## config.mk

```make
export PLATFORM = sky130hd
export DESIGN_NAME = config_text_tokenizer_core
export DESIGN_NICKNAME = d
export VERILOG_FILES = /design/src/rtl/ctt_pkg.sv /design/src/rtl/ctt_ram.sv /design/src/rtl/ctt_front.sv /design/src/rtl/ctt_fifo.sv /design/src/rtl/ctt_back.sv /design/src/rtl/config_text_tokenizer_core.sv
export SDC_FILE = /design/constraint.sdc
export NUM_CORES = 1
export LEC_CHECK = 0
export ABC_AREA = 1
export ABC_CLOCK_PERIOD_IN_PS = 20600
export BUFFER_PORTS_ARGS = -buffer_cell sky130_fd_sc_hd__buf_2
export CAP_MARGIN = 20
export CORE_MARGIN = 2
export CORE_UTILIZATION = 45
export CTS_CLUSTER_DIAMETER = 40
export DETAILED_ROUTE_END_ITERATION = 10
export GPL_TIMING_DRIVEN = 0
export SLEW_MARGIN = 25
export SYNTH_ARGS = -nofsm -noshare
export SYNTH_HDL_FRONTEND = slang
export SYNTH_SLANG_ARGS = --single-unit
```

## constraint.sdc

```tcl
create_clock -name clk_i -period 20.6 [get_ports clk_i]
set_input_delay 4.12 -clock clk_i [delete_from_list [all_inputs] [get_ports clk_i]]
set_output_delay 4.12 -clock clk_i [all_outputs]
set_load 0.03 [all_outputs]
```

## src/rtl/ctt_pkg.sv

```systemverilog
// Shared types, character codes and helpers for the config text tokenizer.
// Used by every module of the block but ctt_ram; depends on nothing.
package ctt_pkg;

  localparam int HOLD_DEPTH = 16;
  localparam int HOLD_CAP   = (HOLD_DEPTH < 16) ? HOLD_DEPTH : 16;
  localparam int HOLD_AW    = (HOLD_CAP > 1) ? $clog2(HOLD_CAP) : 1;
  localparam int HOLD_CW    = $clog2(HOLD_CAP + 1);

  localparam logic [15:0] LINE_MAX = 16'hFFFF;
  localparam logic [11:0] COL_MAX  = 12'hFFF;

  localparam logic [7:0] CH_LBRACE = 8'h7B;
  localparam logic [7:0] CH_RBRACE = 8'h7D;
  localparam logic [7:0] CH_EQ     = 8'h3D;
  localparam logic [7:0] CH_SEMI   = 8'h3B;
  localparam logic [7:0] CH_USCORE = 8'h5F;
  localparam logic [7:0] CH_NL     = 8'h0A;
  localparam logic [7:0] CH_DQUOTE = 8'h22;
  localparam logic [7:0] CH_SQUOTE = 8'h27;
  localparam logic [7:0] CH_SPACE  = 8'h20;

  typedef enum logic [2:0] {
    KIND_NAME   = 3'd0,
    KIND_VALUE  = 3'd1,
    KIND_LBRACE = 3'd2,
    KIND_RBRACE = 3'd3,
    KIND_STRING = 3'd4,
    KIND_EOF    = 3'd5
  } tok_kind_e;

  typedef enum logic [2:0] {
    ERR_NONE      = 3'd0,
    ERR_VAL_END   = 3'd1,
    ERR_VAL_STOP  = 3'd2,
    ERR_OPEN_STR  = 3'd3,
    ERR_BAD_CHAR  = 3'd4,
    ERR_SPACE_OVF = 3'd5
  } err_code_e;

  typedef enum logic [2:0] {
    M_TOP   = 3'd0,
    M_NAME  = 3'd1,
    M_VSKIP = 3'd2,
    M_VBODY = 3'd3,
    M_STR   = 3'd4,
    M_CMNT  = 3'd5,
    M_EOF   = 3'd6,
    M_HALT  = 3'd7
  } scan_mode_e;

  typedef enum logic [1:0] {
    BK_IDLE  = 2'd0,
    BK_FLUSH = 2'd1,
    BK_EMIT  = 2'd2
  } back_state_e;

  typedef struct packed {
    logic [7:0] ch_in;
    logic       at_end;
  } tok_in_t;

  typedef struct packed {
    logic [2:0]  tok_kind;
    logic [7:0]  out_char;
    logic        char_valid;
    logic        token_done;
    logic [15:0] line_no;
    logic [11:0] col_no;
    logic [2:0]  error_code;
    logic        last;
  } tok_out_t;

  // One result without position
  typedef struct packed {
    logic [2:0] kind;
    logic [7:0] ch;
    logic       valid;
    logic       done;
    logic [2:0] err;
  } res_t;

  // Work for the back end caused by one word
  typedef struct packed {
    res_t [2:0]          res;
    logic [1:0]          n_res;
    logic                push;
    logic                flush;
    logic [HOLD_CW-1:0]  aux;
    logic [7:0]          ch;
    logic [15:0]         line;
    logic [11:0]         col;
  } cmd_t;

  function automatic res_t mk_res(logic [2:0] kind, logic [7:0] ch, logic valid,
                                  logic done, logic [2:0] err);
    res_t r;
    r.kind  = kind;
    r.ch    = valid ? ch : 8'h00;
    r.valid = valid;
    r.done  = done;
    r.err   = err;
    return r;
  endfunction

  function automatic logic is_space(logic [7:0] c);
    return c inside {CH_SPACE, [8'd9:8'd13]};
  endfunction

  function automatic logic is_letter(logic [7:0] c);
    return c inside {[8'h41:8'h5A], [8'h61:8'h7A], CH_USCORE};
  endfunction

  function automatic logic is_stop(logic [7:0] c);
    return c inside {CH_LBRACE, CH_RBRACE, CH_EQ, CH_SEMI, CH_NL};
  endfunction

  function automatic logic is_quote(logic [7:0] c);
    return c inside {CH_DQUOTE, CH_SQUOTE};
  endfunction

endpackage

```

## src/rtl/ctt_ram.sv

```systemverilog
// Generic single-write, single-read RAM with registered read data.
// No dependencies.
module ctt_ram #(
  parameter int WIDTH = 8,
  parameter int DEPTH = 16,
  parameter int AW    = (DEPTH > 1) ? $clog2(DEPTH) : 1
) (
  input  logic             clk_i,
  input  logic             we_i,
  input  logic [AW-1:0]    waddr_i,
  input  logic [WIDTH-1:0] wdata_i,
  input  logic             re_i,
  input  logic [AW-1:0]    raddr_i,
  output logic [WIDTH-1:0] rdata_o
);

  logic [WIDTH-1:0] mem_q [DEPTH];
  logic [WIDTH-1:0] rdata_q;

  always_ff @(posedge clk_i) begin
    if (we_i) begin
      mem_q[waddr_i] <= wdata_i;
    end
    if (re_i) begin
      rdata_q <= mem_q[raddr_i];
    end
  end

  assign rdata_o = rdata_q;

endmodule

```

## src/rtl/ctt_front.sv

```systemverilog
// Front end: accepts words, runs the scan state machine and line/column tracking,
// and turns each word that yields results or a held space into one back-end command. Depends on ctt_pkg.
module ctt_front import ctt_pkg::*; (
  input  logic    clk_i,
  input  logic    rst_ni,
  input  logic    in_valid_i,
  output logic    in_ready_o,
  input  tok_in_t in_data_i,
  input  logic    q_full_i,
  output logic    cmd_push_o,
  output cmd_t    cmd_o
);

  scan_mode_e        mode_q, mode_d;
  logic [7:0]        quote_q, quote_d;
  logic [15:0]       line_q, line_d;
  logic [11:0]       col_q, col_d;
  logic [HOLD_CW-1:0] held_q, held_d;
  logic              vstart_q, vstart_d;
  logic [2:0]        err_q, err_d;

  cmd_t       cmd;
  logic [7:0] c;
  logic       fin;
  logic       again;
  logic [1:0] n;
  logic [2:0] str_kind;
  logic       accept;

  assign in_ready_o = !q_full_i;
  assign accept     = in_valid_i && in_ready_o;

  always_comb begin
    mode_d   = mode_q;
    quote_d  = quote_q;
    line_d   = line_q;
    col_d    = col_q;
    held_d   = held_q;
    vstart_d = vstart_q;
    err_d    = err_q;
    cmd      = '0;
    n        = 2'd0;
    again    = 1'b1;
    str_kind = KIND_STRING;
    c        = in_data_i.ch_in;
    fin      = in_data_i.at_end;
    cmd.line = line_q;
    cmd.col  = col_q;

    if (mode_q == M_HALT) begin
      cmd.res[0] = mk_res(KIND_NAME, 8'h00, 1'b0, 1'b0, err_q);
      n = 2'd1;
    end else if (mode_q == M_EOF) begin
      cmd.res[0] = mk_res(KIND_EOF, 8'h00, 1'b0, 1'b1, ERR_NONE);
      n = 2'd1;
    end else begin
      // A character that ends a name, value or comment gets a second pass at top level
      for (int p = 0; p < 2; p++) begin
        if (again) begin
          again = 1'b0;
          case (mode_d)
            M_TOP: begin
              if (fin) begin
                cmd.res[n] = mk_res(KIND_EOF, 8'h00, 1'b0, 1'b1, ERR_NONE);
                n = n + 2'd1;
                mode_d = M_EOF;
              end else if (c == CH_LBRACE || c == CH_RBRACE) begin
                cmd.res[n] = mk_res((c == CH_LBRACE) ? KIND_LBRACE : KIND_RBRACE,
                                    c, 1'b1, 1'b0, ERR_NONE);
                n = n + 2'd1;
                cmd.res[n] = mk_res((c == CH_LBRACE) ? KIND_LBRACE : KIND_RBRACE,
                                    8'h00, 1'b0, 1'b1, ERR_NONE);
                n = n + 2'd1;
              end else if (c == CH_EQ) begin
                mode_d   = M_VSKIP;
                vstart_d = 1'b0;
              end else if (c == CH_SEMI) begin
                mode_d = M_CMNT;
              end else if (is_quote(c)) begin
                quote_d  = c;
                vstart_d = 1'b0;
                mode_d   = M_STR;
              end else if (is_space(c)) begin
                mode_d = M_TOP;
              end else if (is_letter(c)) begin
                cmd.res[n] = mk_res(KIND_NAME, c, 1'b1, 1'b0, ERR_NONE);
                n = n + 2'd1;
                mode_d = M_NAME;
              end else begin
                cmd.res[n] = mk_res(KIND_NAME, 8'h00, 1'b0, 1'b0, ERR_BAD_CHAR);
                n = n + 2'd1;
                err_d  = ERR_BAD_CHAR;
                mode_d = M_HALT;
              end
            end
            M_NAME: begin
              if (!fin && is_letter(c)) begin
                cmd.res[n] = mk_res(KIND_NAME, c, 1'b1, 1'b0, ERR_NONE);
                n = n + 2'd1;
              end else begin
                cmd.res[n] = mk_res(KIND_NAME, 8'h00, 1'b0, 1'b1, ERR_NONE);
                n = n + 2'd1;
                mode_d = M_TOP;
                again  = 1'b1;
              end
            end
            M_VSKIP: begin
              if (fin || (!is_space(c) && is_stop(c))) begin
                cmd.res[n] = mk_res(KIND_NAME, 8'h00, 1'b0, 1'b0,
                                    fin ? ERR_VAL_END : ERR_VAL_STOP);
                n = n + 2'd1;
                err_d  = fin ? ERR_VAL_END : ERR_VAL_STOP;
                mode_d = M_HALT;
              end else if (is_space(c)) begin
                mode_d = M_VSKIP;
              end else if (is_quote(c)) begin
                quote_d  = c;
                vstart_d = 1'b1;
                mode_d   = M_STR;
              end else begin
                cmd.res[n] = mk_res(KIND_VALUE, c, 1'b1, 1'b0, ERR_NONE);
                n = n + 2'd1;
                held_d = '0;
                mode_d = M_VBODY;
              end
            end
            M_VBODY: begin
              if (fin || is_stop(c)) begin
                held_d = '0;
                cmd.res[n] = mk_res(KIND_VALUE, 8'h00, 1'b0, 1'b1, ERR_NONE);
                n = n + 2'd1;
                mode_d = M_TOP;
                again  = 1'b1;
              end else if (is_space(c)) begin
                if (held_d < HOLD_CW'(HOLD_CAP)) begin
                  cmd.push = 1'b1;
                  cmd.aux  = held_d;
                  cmd.ch   = c;
                  held_d   = held_d + HOLD_CW'(1);
                end else begin
                  cmd.res[n] = mk_res(KIND_NAME, 8'h00, 1'b0, 1'b0, ERR_SPACE_OVF);
                  n = n + 2'd1;
                  err_d  = ERR_SPACE_OVF;
                  mode_d = M_HALT;
                end
              end else begin
                // replay the held spaces ahead of this character
                cmd.flush = 1'b1;
                cmd.aux   = held_d;
                held_d    = '0;
                cmd.res[n] = mk_res(KIND_VALUE, c, 1'b1, 1'b0, ERR_NONE);
                n = n + 2'd1;
              end
            end
            M_STR: begin
              str_kind = vstart_d ? KIND_VALUE : KIND_STRING;
              if (fin) begin
                cmd.res[n] = mk_res(KIND_NAME, 8'h00, 1'b0, 1'b0, ERR_OPEN_STR);
                n = n + 2'd1;
                err_d  = ERR_OPEN_STR;
                mode_d = M_HALT;
              end else if (c == quote_d) begin
                cmd.res[n] = mk_res(str_kind, 8'h00, 1'b0, 1'b1, ERR_NONE);
                n = n + 2'd1;
                mode_d   = M_TOP;
                vstart_d = 1'b0;
              end else begin
                cmd.res[n] = mk_res(str_kind, c, 1'b1, 1'b0, ERR_NONE);
                n = n + 2'd1;
              end
            end
            M_CMNT: begin
              if (fin || c == CH_NL) begin
                mode_d = M_TOP;
                again  = 1'b1;
              end
            end
            default: begin
              mode_d = mode_d;
            end
          endcase
        end
      end

      if (!fin && mode_d != M_HALT) begin
        if (c == CH_NL) begin
          if (line_q != LINE_MAX) begin
            line_d = line_q + 16'd1;
          end
          col_d = 12'd1;
        end else if (col_q != COL_MAX) begin
          col_d = col_q + 12'd1;
        end
      end
    end

    cmd.n_res = n;
  end

  assign cmd_o      = cmd;
  assign cmd_push_o = accept && ((n != 2'd0) || cmd.push);

  always_ff @(posedge clk_i or negedge rst_ni) begin
    if (!rst_ni) begin
      mode_q   <= M_TOP;
      quote_q  <= 8'h00;
      line_q   <= 16'd1;
      col_q    <= 12'd1;
      held_q   <= '0;
      vstart_q <= 1'b0;
      err_q    <= ERR_NONE;
    end else if (accept) begin
      mode_q   <= mode_d;
      quote_q  <= quote_d;
      line_q   <= line_d;
      col_q    <= col_d;
      held_q   <= held_d;
      vstart_q <= vstart_d;
      err_q    <= err_d;
    end
  end

endmodule

```

## src/rtl/ctt_fifo.sv

```systemverilog
// Two-entry command queue between front and back end.
// Depends on ctt_pkg for the command type.
module ctt_fifo import ctt_pkg::*; (
  input  logic clk_i,
  input  logic rst_ni,
  input  logic push_i,
  input  cmd_t data_i,
  output logic full_o,
  output logic valid_o,
  input  logic pop_i,
  output cmd_t data_o
);

  cmd_t       mem_q [2];
  logic       wr_ptr_q;
  logic       rd_ptr_q;
  logic [1:0] cnt_q, cnt_d;

  assign full_o  = (cnt_q == 2'd2);
  assign valid_o = (cnt_q != 2'd0);
  assign data_o  = mem_q[rd_ptr_q];
  assign cnt_d   = cnt_q + {1'b0, push_i} - {1'b0, pop_i};

  always_ff @(posedge clk_i) begin
    if (push_i) begin
      mem_q[wr_ptr_q] <= data_i;
    end
  end

  always_ff @(posedge clk_i or negedge rst_ni) begin
    if (!rst_ni) begin
      wr_ptr_q <= 1'b0;
      rd_ptr_q <= 1'b0;
      cnt_q    <= 2'd0;
    end else begin
      if (push_i) begin
        wr_ptr_q <= !wr_ptr_q;
      end
      if (pop_i) begin
        rd_ptr_q <= !rd_ptr_q;
      end
      cnt_q <= cnt_d;
    end
  end

endmodule

```

## src/rtl/ctt_back.sv

```systemverilog
// Back end: pops commands, keeps the held-space store, replays held spaces and
// drives the output word register. Depends on ctt_pkg and ctt_ram.
module ctt_back import ctt_pkg::*; (
  input  logic     clk_i,
  input  logic     rst_ni,
  input  logic     cmd_valid_i,
  input  cmd_t     cmd_i,
  output logic     cmd_pop_o,
  output logic     out_valid_o,
  input  logic     out_ready_i,
  output tok_out_t out_data_o
);

  back_state_e        state_q, state_d;
  cmd_t               cur_q, cur_d;
  logic [HOLD_CW-1:0] fidx_q, fidx_d, fidx_nxt;
  logic [1:0]         ridx_q, ridx_d;
  logic               out_valid_q, out_valid_d;
  tok_out_t           out_q, out_d;

  logic               out_free;
  logic               take;
  logic               res_last;
  res_t               res;
  logic               ram_we;
  logic               ram_re;
  logic [HOLD_AW-1:0] ram_raddr;
  logic [7:0]         ram_rdata;

  ctt_ram #(
    .WIDTH (8),
    .DEPTH (HOLD_CAP)
  ) u_hold_ram (
    .clk_i   (clk_i),
    .we_i    (ram_we),
    .waddr_i (cmd_i.aux[HOLD_AW-1:0]),
    .wdata_i (cmd_i.ch),
    .re_i    (ram_re),
    .raddr_i (ram_raddr),
    .rdata_o (ram_rdata)
  );

  assign fidx_nxt = fidx_q + HOLD_CW'(1);
  assign res      = cur_q.res[ridx_q];
  assign res_last = (ridx_q == (cur_q.n_res - 2'd1));

  always_comb begin
    state_d     = state_q;
    cur_d       = cur_q;
    fidx_d      = fidx_q;
    ridx_d      = ridx_q;
    out_valid_d = out_valid_q;
    out_d       = out_q;
    cmd_pop_o   = 1'b0;
    ram_we      = 1'b0;
    ram_re      = 1'b0;
    ram_raddr   = '0;
    take        = 1'b0;
    out_free    = !out_valid_q || out_ready_i;

    if (out_valid_q && out_ready_i) begin
      out_valid_d = 1'b0;
    end

    case (state_q)
      BK_IDLE: begin
        take = cmd_valid_i;
      end
      BK_FLUSH: begin
        if (out_free) begin
          out_valid_d      = 1'b1;
          out_d.tok_kind   = KIND_VALUE;
          out_d.out_char   = ram_rdata;
          out_d.char_valid = 1'b1;
          out_d.token_done = 1'b0;
          out_d.line_no    = cur_q.line;
          out_d.col_no     = cur_q.col;
          out_d.error_code = ERR_NONE;
          out_d.last       = 1'b0;
          if (fidx_nxt == cur_q.aux) begin
            ridx_d  = 2'd0;
            state_d = BK_EMIT;
          end else begin
            // prefetch the next held space
            ram_re    = 1'b1;
            ram_raddr = fidx_nxt[HOLD_AW-1:0];
            fidx_d    = fidx_nxt;
          end
        end
      end
      BK_EMIT: begin
        if (out_free) begin
          out_valid_d      = 1'b1;
          out_d.tok_kind   = res.kind;
          out_d.out_char   = res.ch;
          out_d.char_valid = res.valid;
          out_d.token_done = res.done;
          out_d.line_no    = cur_q.line;
          out_d.col_no     = cur_q.col;
          out_d.error_code = res.err;
          out_d.last       = res_last;
          if (res_last) begin
            state_d = BK_IDLE;
            take    = cmd_valid_i;
          end else begin
            ridx_d = ridx_q + 2'd1;
          end
        end
      end
      default: begin
        state_d = BK_IDLE;
      end
    endcase

    if (take) begin
      cmd_pop_o = 1'b1;
      cur_d     = cmd_i;
      if (cmd_i.push) begin
        ram_we  = 1'b1;
        state_d = BK_IDLE;
      end else if (cmd_i.flush && (cmd_i.aux != '0)) begin
        ram_re    = 1'b1;
        ram_raddr = '0;
        fidx_d    = '0;
        state_d   = BK_FLUSH;
      end else begin
        ridx_d  = 2'd0;
        state_d = BK_EMIT;
      end
    end
  end

  always_ff @(posedge clk_i or negedge rst_ni) begin
    if (!rst_ni) begin
      state_q     <= BK_IDLE;
      fidx_q      <= '0;
      ridx_q      <= 2'd0;
      out_valid_q <= 1'b0;
    end else begin
      state_q     <= state_d;
      fidx_q      <= fidx_d;
      ridx_q      <= ridx_d;
      out_valid_q <= out_valid_d;
    end
  end

  always_ff @(posedge clk_i) begin
    cur_q <= cur_d;
    out_q <= out_d;
  end

  assign out_valid_o = out_valid_q;
  assign out_data_o  = out_q;

endmodule

```

## src/rtl/config_text_tokenizer_core.sv

```systemverilog
// Config text tokenizer: one text byte per input word, 0 to 17 result words out.
// A word passes the command queue, the command register and the output word register;
// held spaces replay ahead of the character, the first RAM read overlaps command pickup.
// Input: one word per cycle while the 2-entry command queue has room. Output: one result
// word per cycle while out_ready_i is high; a word that only stores a space yields none.
// Reset (async, active low) returns to top level, line 1, col 1.
module config_text_tokenizer_core import ctt_pkg::*; (
  input  logic     clk_i,
  input  logic     rst_ni,
  input  logic     in_valid_i,
  output logic     in_ready_o,
  input  tok_in_t  in_data_i,
  output logic     out_valid_o,
  input  logic     out_ready_i,
  output tok_out_t out_data_o
);

  logic cmd_push;
  cmd_t cmd_in;
  logic q_full;
  logic q_valid;
  logic q_pop;
  cmd_t q_data;

  ctt_front u_front (
    .clk_i      (clk_i),
    .rst_ni     (rst_ni),
    .in_valid_i (in_valid_i),
    .in_ready_o (in_ready_o),
    .in_data_i  (in_data_i),
    .q_full_i   (q_full),
    .cmd_push_o (cmd_push),
    .cmd_o      (cmd_in)
  );

  ctt_fifo u_fifo (
    .clk_i   (clk_i),
    .rst_ni  (rst_ni),
    .push_i  (cmd_push),
    .data_i  (cmd_in),
    .full_o  (q_full),
    .valid_o (q_valid),
    .pop_i   (q_pop),
    .data_o  (q_data)
  );

  ctt_back u_back (
    .clk_i       (clk_i),
    .rst_ni      (rst_ni),
    .cmd_valid_i (q_valid),
    .cmd_i       (q_data),
    .cmd_pop_o   (q_pop),
    .out_valid_o (out_valid_o),
    .out_ready_i (out_ready_i),
    .out_data_o  (out_data_o)
  );

endmodule

```

; Word level (Yosys, flattened, before mapping)
; Memory sizes are Yosys's and may differ from the RTL's. A register that Yosys moved wholly into a read port is not among the register bits.
; Index checks and enable logic that the tools add are counted.
; W data, S select, Z words.
[classes]
add_sub_neg = 11
multipliers = 0
div = 0
order_cmp = 13
n_eq_ne = 38
shifts = 0
n_mux = 290
bitwise = 20
n_reduce_logical = 44
[op_table]
columns = operator, n
row1 = $mux W48, 17
row2 = $bwmux W48, 7
row3 = $mux W16, 18
row4 = $pmux W48 S5, 1
row5 = $mux W3, 59
row6 = $mux W8, 19
row7 = $mux W32, 4
row8 = $and A28 B42 Y42, 3
row9 = $not A42 Y42, 3
row10 = $mux W5, 23
row11 = $mux W15, 7
row12 = $and A30 B45 Y45, 2
row13 = $mux W45, 2
row14 = $not A45 Y45, 2
row15 = $pmux W45 S2, 1
row16 = $mux W2, 40
row17 = $pmux W16 S5, 1
row18 = $mux W13, 5
row19 = $demux W16 S2, 2
row20 = $mux W1, 57
row21 = $eq A8 B6 Y1 const B, 5
row22 = $and A26 B39 Y39, 1
row23 = $not A39 Y39, 1
row24 = $pmux W3 S6, 2
row25 = other kinds (57), 134
[word_totals]
register_bits = 190
latch_bits = 0
mem_bits_rw = 314
rom_bits = 0
inputBits = 13
out_inout_bits = 47
wordCells = 459
n_memories = 2
[memory_table]
columns = name, words, word_bits, read_ports, rd_clocked_by_memory_dff, wr, line_no
row1 = u_fifo.mem_q, 2, 93, 1, 0, 1, ctt_fifo.sv:14  ; cmd_t mem_q [2];
row2 = u_back.u_hold_ram.mem_q, 16, 8, 1, 1, 1, ctt_ram.sv:17  ; logic [WIDTH-1:0] mem_q [DEPTH];

; Depth between registers and ports, before layout
[depth]
ltp_word = 29
mapped_depth = 28
depth_no_buf = 27

; Hierarchy
; A second synthesis with hierarchy kept.
[hier_totals]
cells_unflattened = 2395
area_unflattened_um2 = 24020.5
[by_module_without_submodules]
columns = module, instances, cells_per_inst, area_each_um2, seq_area_each_um2
row1 = ctt_fifo, 1, 511, 7295.7, 5685.5
row2 = ctt_ram, 1, 551, 5850.6, 4083.9
row3 = ctt_front, 1, 951, 5566.6, 1203.7
row4 = ctt_back, 1, 382, 5307.6, 4093.9

; Least setup slack after synthesis
; OpenSTA, ideal clock, no wires.
[synth_path]
kind = in2reg
from = in in_data_i[4] (netlist name)
to = mem u_fifo.mem_q[1][0] (netlist name), enable pin
setup_time_ns = 0.545
t_arrival_ns = 10.463
required_ns = 20.055
setup_slack_ns = 9.592
cell_stages = 23
path_buffers = 2
path_cell_list = buf_4 nand2_2 nor2_4 o2bb2ai_4 nand2_1 inv_2 nand2_1 nor2_1 nor2_1 nor2_1 nand2_1 inv_1 ha_1 clkbuf_1 o32ai_1 nor2_1 o2bb2ai_1 inv_1 nand3_1 nand2_1 nand3_1 nand2_1 nor2_1
[synth_via]
elab_chain_cells = 28
word_cells_on_any_way = 117
cone_classes = 2 x add/sub / 7 x order compare / 14 x eq/ne / 75 x mux / 19 x reduce/logical
[synth_lines]
columns = item, line_no
row1 = "start, declared", config_text_tokenizer_core.sv:12  ; input tok_in_t in_data_i,
row2 = $ge A8 B4 Y1 or $le A8 B4 Y1 (tied branches), ctt_pkg.sv:107  ; return c inside {CH_SPACE, [8'd9:8'd13]};
row3 = $logic_and A1 B1 Y1, ctt_pkg.sv:107
row4 = $reduce_bool A2 Y1, ctt_pkg.sv:107
row5 = $mux W1, ctt_front.sv:83  ; end else if (is_space(c)) begin
row6 = $mux W2, ctt_front.sv:79  ; end else if (is_quote(c)) begin
row7 = $mux W2, ctt_front.sv:77  ; end else if (c == CH_SEMI) begin
row8 = $mux W2, ctt_front.sv:74  ; end else if (c == CH_EQ) begin
row9 = $mux W2, ctt_front.sv:67  ; end else if (c == CH_LBRACE || c == CH_RBRACE) begin
row10 = (+12 left out), -
row11 = $mux W2, ctt_front.sv:59  ; if (again) begin
row12 = $mux W2, ctt_front.sv:53  ; end else if (mode_q == M_EOF) begin
row13 = $mux W2, ctt_front.sv:50  ; if (mode_q == M_HALT) begin
row14 = $reduce_bool A2 Y1, ctt_front.sv:201  ; assign cmd_push_o = accept && ((n != 2'd0) || cmd.push);
row15 = $logic_or A1 B1 Y1 (*), ctt_front.sv:201
row16 = $logic_and A1 B1 Y1 (*), ctt_front.sv:201
row17 = $mux W1 (*), ctt_fifo.sv:25  ; if (push_i) begin
row18 = $mux W1 (implied by the code) (*), ctt_fifo.sv:26  ; mem_q[wr_ptr_q] <= data_i;
row19 = "end, declared", ctt_fifo.sv:14
; Every way passes the cells marked *; elsewhere a longest branch is shown, timed or not. The select of a mux whose other input is x is not followed.

==> impl_metrics.yaml <==
timing:
  layout_setup_ws_ns: 11.86
  finalHoldViolCount: 0
  relSlewSlack_pct: 39.80
  fin_crit_ns: 8.739
  skew_ns: 0.02084
  setup_violations: 0
  max_freq_mhz: 114.4
  rsz0062_at_grt: "false"
  period_share_pct: 42.42
  tns_ns: 0
  drv_slew: 0
  tightestPinTransition_ns: 0.8996
synthesis:
  synth_top_area_share_pct: 59.18
  synthFlopType: "edfxtp_1"
  synthesis.area_sq_um: 22830
  ys_seq_elements: 512
  synth_edf_count: 450
  synth_area_leaders: "edfxtp_1, nand2_1, dfrtp_1"
  syn_inst: 2109
  synthTopCellsByCount: "nand2_1, edfxtp_1, inv_1"
  yosys.area.top_type: "edfxtp_1"
  ys_warn_count: 0
  synth_area_per_cell_sq_um: 10.83
  post-synth-top-count-cell: "nand2_1"
  async_reset_ff_share_pct: 12.11
  yosysUniqueCellTypes: 59
  synth.yosys.seq_area_share_pct: 65.99
layout:
  drive_above_1_share_pct: 13.36
  fin_nets: 2297
  diodes: 0
  fin_area_sq_um: 26830
  area_delta_synth_final_pct: 17.51
global_routing:
  track_usage_pct: 22.24
  grt_max_degree: 64
  grt_pass1_vias: 15725
  use_met2_pct: 36.47
  grt.busiest_layer: "met2"
  grt_pass1_wl_microns: 89690
  antenna_found_initial: 0
  grt_overflow: 0
  grt_use_met1_pct: 29.52
  grt_util_met3_pct: 3.947
drt:
  via_per_inst: 5.326
  drt.antenna.violating_nets: 0
  routed-via-count: 15979
  drt_iter0_markers: 1180
  drc: 0
  drt-total-wl_microns: 57920
  detail_route.wl_per_cell_microns: 19.31
  first_pass_iters: 5
clock_tree:
  clock-sinks: 512
  cts_setup_buffers: 0
  h-tree-depth: 3
  cts_tree: "built"
  hold_buffers: 0
  cts_resized: 0
  insertion_delay_ns: 0.61
  clk_pin_slew_worst_paths_ns: 0.06
  cts_buffers: 74
  clk_path_buf_depth: 3
  cts-root-buf: "clkbuf_16"
worst_setup_path:
  arrival_ns: 9.08
  worstPathCellList: "buf_2, inv_1, nand2_1, nor2_4, o2bb2ai_4, nand2_1, inv_2, nand2_1, nor2_1, nor2_1, nor2_1, nand2_1, inv_1, ha_1, clkbuf_1, inv_1, nor4_1, o211ai_1, nand4_1, nand4_1, o211ai_1, inv_1"
  worstPathRequired_ns: 20.94
  crit_path_end_kind: "flip-flop"
  critPathKind: "primary input to flip-flop"
  cp_slowest_cell: "nor4_1"
  max_stage_delay_ns: 0.75
  start_kind: "primary input"
  critPathMaxFanout: 10
placement:
  port_buffers: 55
  place_area_sq_um: 24310
  dp_slack_ns: 11.42
  gp_congestion: 0.9624
  dp_hpwl_microns: 40750
run_status:
  status: "finished clean"
floorplan:
  rows: 82
  dieArea_sq_um: 52560
  die_w_microns: 229.3
  die_h_microns: 229.3
  core_area_sq_um: 50170
  initial_utilization_pct: 45.51
  pin_count: 60
power_and_ir_drop:
  vdd_drop_max_uv: 76.04
  leakage_nw: 10.65
  powerDensity_nw_per_um2: 168.0
job:
  max_cap_violations: 0
worst_hold_path:
  hp-class: "flip-flop to flip-flop"
where the power goes:
part           switching (mW)  total (mW)  internal, mW
sequential              0.106        1.73          1.63
clock                   0.496        1.26         0.766
combinational            1.14        1.51         0.378
total                    1.74        4.51          2.77
final cells by class:
cell class	count	area [sq um]
Clock inverter	56	619.3
Tap cell	672	840.8
Inverter	222	845.8
Multi-Input combinational cell	1309	6635
Sequential cell	512	15070
Fill cell	4357	23340
Buffer	83	377.9
Clock buffer	81	1899
Timing Repair Buffer	65	545.5
cells in the final DEF (no fill, tap or decap), types with 18 or more instances in the layout:
cell type  synthesis  layout
nand2_1          507     507
edfxtp_1         450     450
inv_1            200     198
nor2_1           181     180
o21ai_0          144     144
nand3_1           80      80
clkbuf_16          0      75
buf_2             17      71
dfrtp_1           60      60
clkbuf_1          53      59
a21oi_1           48      47
a31oi_1           42      42
o211ai_1          28      28
nor3_1            27      27
o221ai_1          26      26
inv_2             20      20
nand4_1           20      20
nand3_2           18      18
conb_1             1      18
cells by family after synthesis:
| kind of cell | Yosys count | share of synthesized area [%] |
|---|---|---|
| and+or+nand+nor | 905 | 17.53 |
| DFF | 512 | 65.99 |
| AOI/OAI and AO/OA | 346 | 9.338 |
| buffers and inverters | 305 | 5.315 |
| xor gates and xnor gates | 23 | 0.8823 |
| adders and majority gates | 17 | 0.9315 |
| other | 1 | 0.01642 |
metal layers:
metal | part of all wire (%) | wire length (microns)
met5 | 0 | 0
met4 | 3.6 | 2061
met3 | 5.4 | 3131
met2 | 48 | 27890
met1 | 43 | 24830
worst paths after layout:
check / start / endpoint / slack [ns] / cells after the start
min reg2reg: u_back.cur_q[25] / u_back.out_data_o[29] / 0.42 / 0
min in group asynchronous: rst_ni / u_front.col_q[2] / 3.39 / 1
min: u_back.cur_q[25] / u_back.out_data_o[29] / 0.42 / 0
max reg2reg: u_front.mode_q[1] / u_fifo.mem_q[0][92] / 15.56 / 20
max: in_data_i[3] / u_fifo.mem_q[0][53] / 11.86 / 22
max in group asynchronous: rst_ni / u_front.line_q[0] / 16.64 / 2
stage by stage:
stage / util [%] / hold slack [ns] / power, mW / instances
4_1_cts: 53.48 / 0.4185 / 4.534 / 3000
2_1_floorplan: - / 0.4003 / 2.698 / 2126
5_1_grt: 53.48 / 0.4222 / 4.750 / 3000
6_report: 53.48 / 0.4167 / 4.508 / 3000
3_3_place_gp: 47.86 / 0.4018 / 3.217 / 2853
3_5_place_dp: 48.46 / 0.4045 / 3.263 / 2863
worst max-delay path: cells and delay by family:
family                     cells  cell delay, ns
buffers and inverters          7            1.53
adders and majority gates      1            0.20
AOI/OAI and AO/OA              3            0.74
and+or+nand+nor               11            2.47
registers in the layout, summed over array words and instances (netlist names), 3 cells and up:
name                       cells
u_back.u_hold_ram.rdata_o      8
u_front.line_q                16
u_back.out_data_o             45
u_front.err_q                  3
u_fifo.mem_q                 186
u_back.u_hold_ram.mem_q      128
u_front.held_q                 5
u_back.cur_q                  83
u_front.col_q                 12
u_front.mode_q                 3
u_front.quote_q                8
u_back.fidx_q                  5
Note: power is estimated with default switching activity, not from simulation.
